==> src/rtl/core/ssd_pkg.sv <==
// shared types and constants for the sorted set scan differ
package ssd_pkg;

    localparam int SET_DEPTH = 32;
    localparam int ID_W      = 32;
    localparam int KIND_W    = 2;
    localparam int CNT_W     = $clog2(SET_DEPTH + 1);
    localparam int ODATA_W   = ((ID_W + 7) / 8) * 8;
    localparam int OUSER_W   = KIND_W + 1;

    localparam logic OP_INSERT   = 1'b0;
    localparam logic OP_END_SCAN = 1'b1;

    typedef enum logic [KIND_W-1:0] {
        KIND_OPEN  = 2'd0,
        KIND_CLOSE = 2'd1,
        KIND_NONE  = 2'd2
    } t_kind;

    typedef enum logic [1:0] {
        S_IDLE,
        S_MERGE,
        S_FINAL,
        S_RESTORE
    } t_state;

    typedef struct packed {
        logic ins_en;
        logic shift_prev;
        logic rot_cur;
        logic commit;
    } t_cell_ctl;

endpackage

==> src/rtl/core/ssd_cell.sv <==
// one cell of the set row: one previous-set entry and one current-set entry
module ssd_cell (
    input  logic                    i_clk,
    input  ssd_pkg::t_cell_ctl      i_ctl,
    input  logic [ssd_pkg::ID_W-1:0] i_id,
    input  logic                    i_valid,
    input  logic                    i_left_lt,
    input  logic [ssd_pkg::ID_W-1:0] i_left_cur,
    input  logic [ssd_pkg::ID_W-1:0] i_right_cur,
    input  logic [ssd_pkg::ID_W-1:0] i_right_prev,
    output logic                    o_lt,
    output logic                    o_eq,
    output logic [ssd_pkg::ID_W-1:0] o_cur,
    output logic [ssd_pkg::ID_W-1:0] o_prev
);
    import ssd_pkg::*;

    logic [ID_W-1:0] r_cur;
    logic [ID_W-1:0] r_prev;

    assign o_lt   = i_valid && (r_cur < i_id);
    assign o_eq   = i_valid && (r_cur == i_id);
    assign o_cur  = r_cur;
    assign o_prev = r_prev;

    always_ff @(posedge i_clk) begin
        if (i_ctl.commit) begin
            r_prev <= r_cur;
        end else if (i_ctl.shift_prev) begin
            r_prev <= i_right_prev;
        end
    end

    always_ff @(posedge i_clk) begin
        if (i_ctl.ins_en) begin
            if (!o_lt) begin
                r_cur <= i_left_lt ? i_id : i_left_cur;
            end
        end else if (i_ctl.rot_cur) begin
            r_cur <= i_right_cur;
        end
    end

endmodule

==> config.mk <==
export PLATFORM = sky130hd
export DESIGN_NAME = ssd_cell
export DESIGN_NICKNAME = d
export VERILOG_FILES = /design/src/rtl/core/ssd_pkg.sv /design/src/rtl/core/ssd_cell.sv
export SDC_FILE = /design/constraint.sdc
export NUM_CORES = 1
export LEC_CHECK = 0
export ABC_AREA = 1
export BUFFER_PORTS_ARGS = -buffer_cell sky130_fd_sc_hd__buf_4
export CAP_MARGIN = 0
export CORE_MARGIN = 2
export CORE_UTILIZATION = 46
export CTS_BUF_LIST = sky130_fd_sc_hd__clkbuf_4 sky130_fd_sc_hd__clkbuf_8 sky130_fd_sc_hd__clkbuf_16
export CTS_CLUSTER_DIAMETER = 60
export DETAILED_ROUTE_END_ITERATION = 8
export PLACE_DENSITY_LB_ADDON = 0.15
export SKIP_CTS_REPAIR_TIMING = 1
export SLEW_MARGIN = 10
export SYNTH_ARGS = -nofsm -noshare
export SYNTH_HDL_FRONTEND = slang
export SYNTH_SLANG_ARGS = --single-unit
==> constraint.sdc <==
create_clock -name i_clk -period 3.2 [get_ports i_clk]
set_clock_uncertainty 0.1 [all_clocks]
set_input_delay 0.64 -clock i_clk [delete_from_list [all_inputs] [get_ports i_clk]]
set_output_delay 0.64 -clock i_clk [all_outputs]
set_load 0.02 [all_outputs]
Word-level counts from Yosys, hierarchy flattened

Index checks and enable logic that the tools add are counted.

Register bits after elaboration: 64
Input port bits: 135
Output and inout port bits: 66
Word-level logic and storage cells: 16

Magnitude comparators: 1
Eq/ne operators: 2
Mux-type cells: 6
Reduce and logical (&&, ||, !) cells: 5

Operators by type and width:

| cell                 | number |
|---|---|
| $mux W32             | 6 |
| $eq A32 B32 Y1       | 1 |
| $lt A32 B32 Y1       | 1 |
| $reduce_bool A2 Y1   | 2 |
| $logic_and A1 B1 Y1  | 2 |
| $ne A2 B2 Y1 const B | 1 |
| $reduce_and A2 Y1    | 1 |

Depth between registers and ports, before layout

Depth in word-level cells: 4
Gate-level depth with buffers: 15
Gate-level depth less buffers: 15

Worst setup path after synthesis

Ideal clock, no wire load.

Path type: input port to flip-flop
Start: input port i_id[31] (netlist bit)
End: register r_cur[0], in the netlist o_cur[0] (enable)
Setup time: 390 ps
Arrival time: 2219 ps
Required time: 2710 ps
Path slack: 492 ps
Stages on the path: 11
Buffers on the path: 0
Cells stage by stage: inv_1 > ha_1 > nand2_1 > nor2_2 > and2_4 > inv_2 > nor2_4 > nand2_1 > nand2_1 > nand2_1 > nand2_1

Word-level cells in the longest chain between the ends: 4

Ends and longest elaborated chain:

| element                            | RTL line       | text |
|---|---|---|
| start: declaration                 | ssd_cell.sv:5  | `input logic [ssd_pkg::ID_W-1:0] i_id,` |
| $lt A32 B32 Y1                     | ssd_cell.sv:21 | `assign o_lt = i_valid && (r_cur < i_id);` |
| $logic_and A1 B1 Y1                | ssd_cell.sv:21 |  |
| $ne A2 B2 Y1 (no source line)      | --             |  |
| $reduce_and A2 Y1 (no source line) | --             |  |
| end signal: assignment             | ssd_cell.sv:37 | `r_cur <= i_left_lt ? i_id : i_left_cur;` |
| end signal: assignment             | ssd_cell.sv:40 | `r_cur <= i_right_cur;` |
| end: declaration                   | ssd_cell.sv:18 | `logic [ID_W-1:0] r_cur;` |

No other way between the ends.
A chain may end at the register's enable or synchronous reset.

Worst setup path after layout

Start: register r_cur[7], in the netlist o_cur[7]
End: output port o_lt

Word-level cells in the longest chain between the ends: 2

Ends and longest elaborated chain:

| element             | RTL line       | text |
|---|---|---|
| $lt A32 B32 Y1      | ssd_cell.sv:21 |  |
| $logic_and A1 B1 Y1 | ssd_cell.sv:21 |  |
| end: declaration    | ssd_cell.sv:11 | `output logic o_lt,` |

No other way between the ends.

==> results_tabular.tex <==
\begin{tabular}{lr}
\hline
Metric & Value \\
\hline
\multicolumn{2}{l}{\textbf{Critical path}} \\
Critical path endpoint category & output port \\
Crit path top cell by count & sky130\_fd\_sc\_hd\_\_nand2\_1 \\
Critical path required time & around 2500 ps \\
WP data arrival & $\sim$1900 ps \\
Kind of start point of the critical path & flip-flop \\
Maximum fanout along the worst path & 3 \\
Worst path bufs/invs & 2 \\
Critical path, cell by cell & ha\_1, nand2\_1, nor2\_1, nand2\_1, nand2\_1, nand2\_1, nand2\_1, nand2\_1, nand2\_1, inv\_1, buf\_4 \\
Path depth of the worst reg2reg path & 12 \\
Slowest library cell on the worst path & sky130\_fd\_sc\_hd\_\_edfxtp\_1 \\
Cell class contributing the biggest share of worst-path delay & simple AND/OR/NAND/NOR gates \\
Highest cell delay on the worst timing path & about 450 ps \\
Count of cell instances traversed by the critical path & 11 \\
Crit Path Class & reg2out \\
\multicolumn{2}{l}{\textbf{Detailed routing}} \\
Number of vias per cell after detailed routing & 4.99 \\
Number of remaining DRC errors & 0 \\
Average wire length per cell after detail routing & between 15 and 20 µm \\
Violation count after the first detailed-route iteration & $\sim$120 \\
Aggregate routed wire length & 11700 µm \\
Number of iterations in the first detailed-routing pass & 5 \\
Count of vias placed by the detailed router & around 3800 \\
Post-route ant nets & 0 \\
\multicolumn{2}{l}{\textbf{Timing}} \\
Final critical path time including I/O delays and setup & around 2600 ps \\
Worst slack on hold paths & around 460 ps \\
RSZ-0062 raised after global routing & no \\
Final Hold Violating Endpoints & 0 \\
Slew of the pin with the lowest slew margin & $\sim$1200 ps \\
Total negative slack for setup checks & 0 ps \\
\# setup viols final & 0 \\
Final number of max-transition violations & 0 \\
Final critical-path share of the clock period & between 80\% and 90\% \\
Timing-limited maximum frequency & $\sim$380 MHz \\
Worst slew margin relative to its limit & 21.6\% \\
\multicolumn{2}{l}{\textbf{Synthesis}} \\
Synthesized area per cell & roughly 8.4 µm² \\
Sequential share of the synthesized area & 49.8\% \\
Number of distinct library cells after synthesis & 25 \\
Yosys synthesis warning count & 0 \\
Leading post-synthesis cells by cell area & sky130\_fd\_sc\_hd\_\_edfxtp\_1, sky130\_fd\_sc\_hd\_\_nand2\_1, sky130\_fd\_sc\_hd\_\_ha\_1, sky130\_fd\_sc\_hd\_\_o21ai\_1, sky130\_fd\_sc\_hd\_\_nor2\_1 \\
Post-synth top area cell & sky130\_fd\_sc\_hd\_\_edfxtp\_1 \\
Synth Register Bits & 64 \\
Share of synthesized flip-flops with an asynchronous set or reset & 0\% \\
Synthesized instance count & between 400 and 500 \\
Primary flip-flop cell chosen by synthesis mapping & sky130\_fd\_sc\_hd\_\_edfxtp\_1 \\
Most common library cells after synthesis & sky130\_fd\_sc\_hd\_\_nand2\_1, sky130\_fd\_sc\_hd\_\_edfxtp\_1, sky130\_fd\_sc\_hd\_\_o21ai\_1 \\
Cell with the most instances after synthesis & sky130\_fd\_sc\_hd\_\_nand2\_1 \\
Post-synth EDFFs & 64 \\
Cell area after synthesis & between 3000 and 4000 µm² \\
Fraction of post-synthesis cell area in the top cell type by area & around 50\% \\
Synthesized netlist net count & between 600 and 700 \\
\multicolumn{2}{l}{\textbf{Clocking}} \\
Sink Count & between 60 and 70 \\
TritonCTS clock tree & built \\
H-tree level count & 3 \\
Cell at the root of the clock tree & sky130\_fd\_sc\_hd\_\_clkbuf\_8 \\
Clock buffer count from CTS & 9 \\
Clk slew on worst S/H paths & approximately 80 ps \\
Clock latency on the worst-skew pair & about 340 ps \\
CTS max path bufs & 2 \\
\multicolumn{2}{l}{\textbf{Global route}} \\
Maximum number of pins on one net before global-route repair & 35 \\
Vias in the first global route & around 3800 \\
Total congestion overflow & 0 \\
GRT Resource Usage Total & 26.0\% \\
Initial antenna violation count & 0 \\
First-pass GRT wire length & roughly 18000 µm \\
\multicolumn{2}{l}{\textbf{Cells and area}} \\
Fill cell instance count of the final layout & about 700 \\
Core Util, Final & $\sim$69\% \\
Final Net Count & between 800 and 900 \\
Fraction of final layout cells with drive strength greater than 1 & between 30\% and 40\% \\
Growth of design area from synthesis to finish & 46.6\% \\
Number of diodes & 0 \\
\multicolumn{2}{l}{\textbf{Floorplan}} \\
Die span in y & between 90 and 100 µm \\
Total die area & between 9000 and 10000 µm² \\
Horiz. Die Dim & about 96 µm \\
Core area & roughly 8200 µm² \\
Total number of placement rows & 33 \\
Number of ports placed on the die boundary & 201 \\
Initial cell density of the core & approximately 47\% \\
\multicolumn{2}{l}{\textbf{Placement}} \\
HPWL Detailed & 8550 µm \\
Final weighted congestion of routability-driven global placement & roughly 0.8 \\
Number of I/O port buffers & 200 \\
\multicolumn{2}{l}{\textbf{Run}} \\
Number of max-capacitance violations reported & 0 \\
\multicolumn{2}{l}{\textbf{Min path}} \\
Cell depth of the worst hold path & 3 \\
Hold Path Class & in2reg \\
\multicolumn{2}{l}{\textbf{Power and ir drop}} \\
Power per Cell Area & between 400 and 500 nW/µm² \\
Maximum vdd drop & about 220 µV \\
Cell leakage power & 2.87 nW \\
\multicolumn{2}{l}{\textbf{Run status}} \\
Outcome & finished clean \\
\hline
\end{tabular}
## layout by cell type (no fill, tap or decap), types with 3 or more instances in the layout
cell type                  instances
sky130_fd_sc_hd__a21oi_1          12
sky130_fd_sc_hd__buf_4           204
sky130_fd_sc_hd__clkbuf_4          3
sky130_fd_sc_hd__clkbuf_8          9
sky130_fd_sc_hd__edfxtp_1         64
sky130_fd_sc_hd__ha_1             32
sky130_fd_sc_hd__inv_1            37
sky130_fd_sc_hd__inv_2             7
sky130_fd_sc_hd__nand2_1         163
sky130_fd_sc_hd__nor2_1           41
sky130_fd_sc_hd__o21ai_0           5
sky130_fd_sc_hd__o21ai_1          62
## worst register-to-register path, stage by stage, from the launching register on
cell and delay (ps):
sky130_fd_sc_hd__edfxtp_1 450, sky130_fd_sc_hd__ha_1 340, sky130_fd_sc_hd__nand2_1 100, sky130_fd_sc_hd__nor2_1 120, sky130_fd_sc_hd__nand2_1 60, sky130_fd_sc_hd__nand2_1 70, sky130_fd_sc_hd__nand2_1 50, sky130_fd_sc_hd__nand2_1 80
sky130_fd_sc_hd__nand2_1 60, sky130_fd_sc_hd__nand2_1 70, sky130_fd_sc_hd__nand2_1 60, sky130_fd_sc_hd__nand2_2 80, sky130_fd_sc_hd__buf_4 260
## sequential cells by signal, indices dropped and copies added (netlist names)
name / count
o_cur: 32
o_prev: 32
## kinds of logic (layout without fill, tap and decap cells)
| kind of cell | count (synthesis) | in the layout | synth area share [%] |
|---|---|---|---|
| compound gates | 80 | 80 | 10.4 |
| simple gates | 219 | 219 | 23.0 |
| flops | 64 | 64 | 49.8 |
| buf+inv | 63 | 264 | 6.42 |
| fa+ha+maj | 32 | 32 | 10.4 |
## layer usage
metal | wire (µm) | global-route usage, % | part of all wire, %
met2 | 5870 | 45.7 | 50
met3 | 1030 | 5.61 | 8.8
met1 | 4520 | 29.8 | 39
met4 | 291 | 12.3 | 2.5
met5 | 0 | 0 | 0
## final cells by class
cell class,instances,area (µm²),share of cell area (%)
clock buffers,12,146,2.59
clock inverters,4,68.8,1.22
inverters,44,165,2.92
multi-input cells,331,1690,29.9
flip-flops and latches,64,1920,34.0
well taps,105,131,2.32
repair buffers,204,1530,27.1
## final timing paths
path | from | end | slack (ps)
max | o_cur[7]$_DFFE_PP_ | o_lt | 550
min | i_right_prev[11] | o_prev[11]$_DFFE_PP_ | 460
max reg2reg | o_cur[7]$_DFFE_PP_ | o_cur[0]$_DFFE_PP_ | 990
min reg2reg | o_cur[18]$_DFFE_PP_ | o_prev[18]$_DFFE_PP_ | 490
## power by group
group	leakage [nW]	internal (mW)	switching, mW	total (mW)
clock	0.112	0.462	0.312	0.774
combinational	2.11	0.312	0.377	0.689
sequential	0.650	1.03	0.0511	1.09
## per-stage QoR
step	power [mW]	setup WS, ps	cells	instance area (µm²)
4_1_cts	2.56	529	764	5660
5_1_grt	2.67	367	764	5660
3_5_place_dp	1.79	594	748	5440
2_1_floorplan	1.45	492	458	3860
3_3_place_gp	1.77	584	748	5440
6_report	2.55	552	764	5660
No activity file was read; power rests on OpenSTA's default activity.
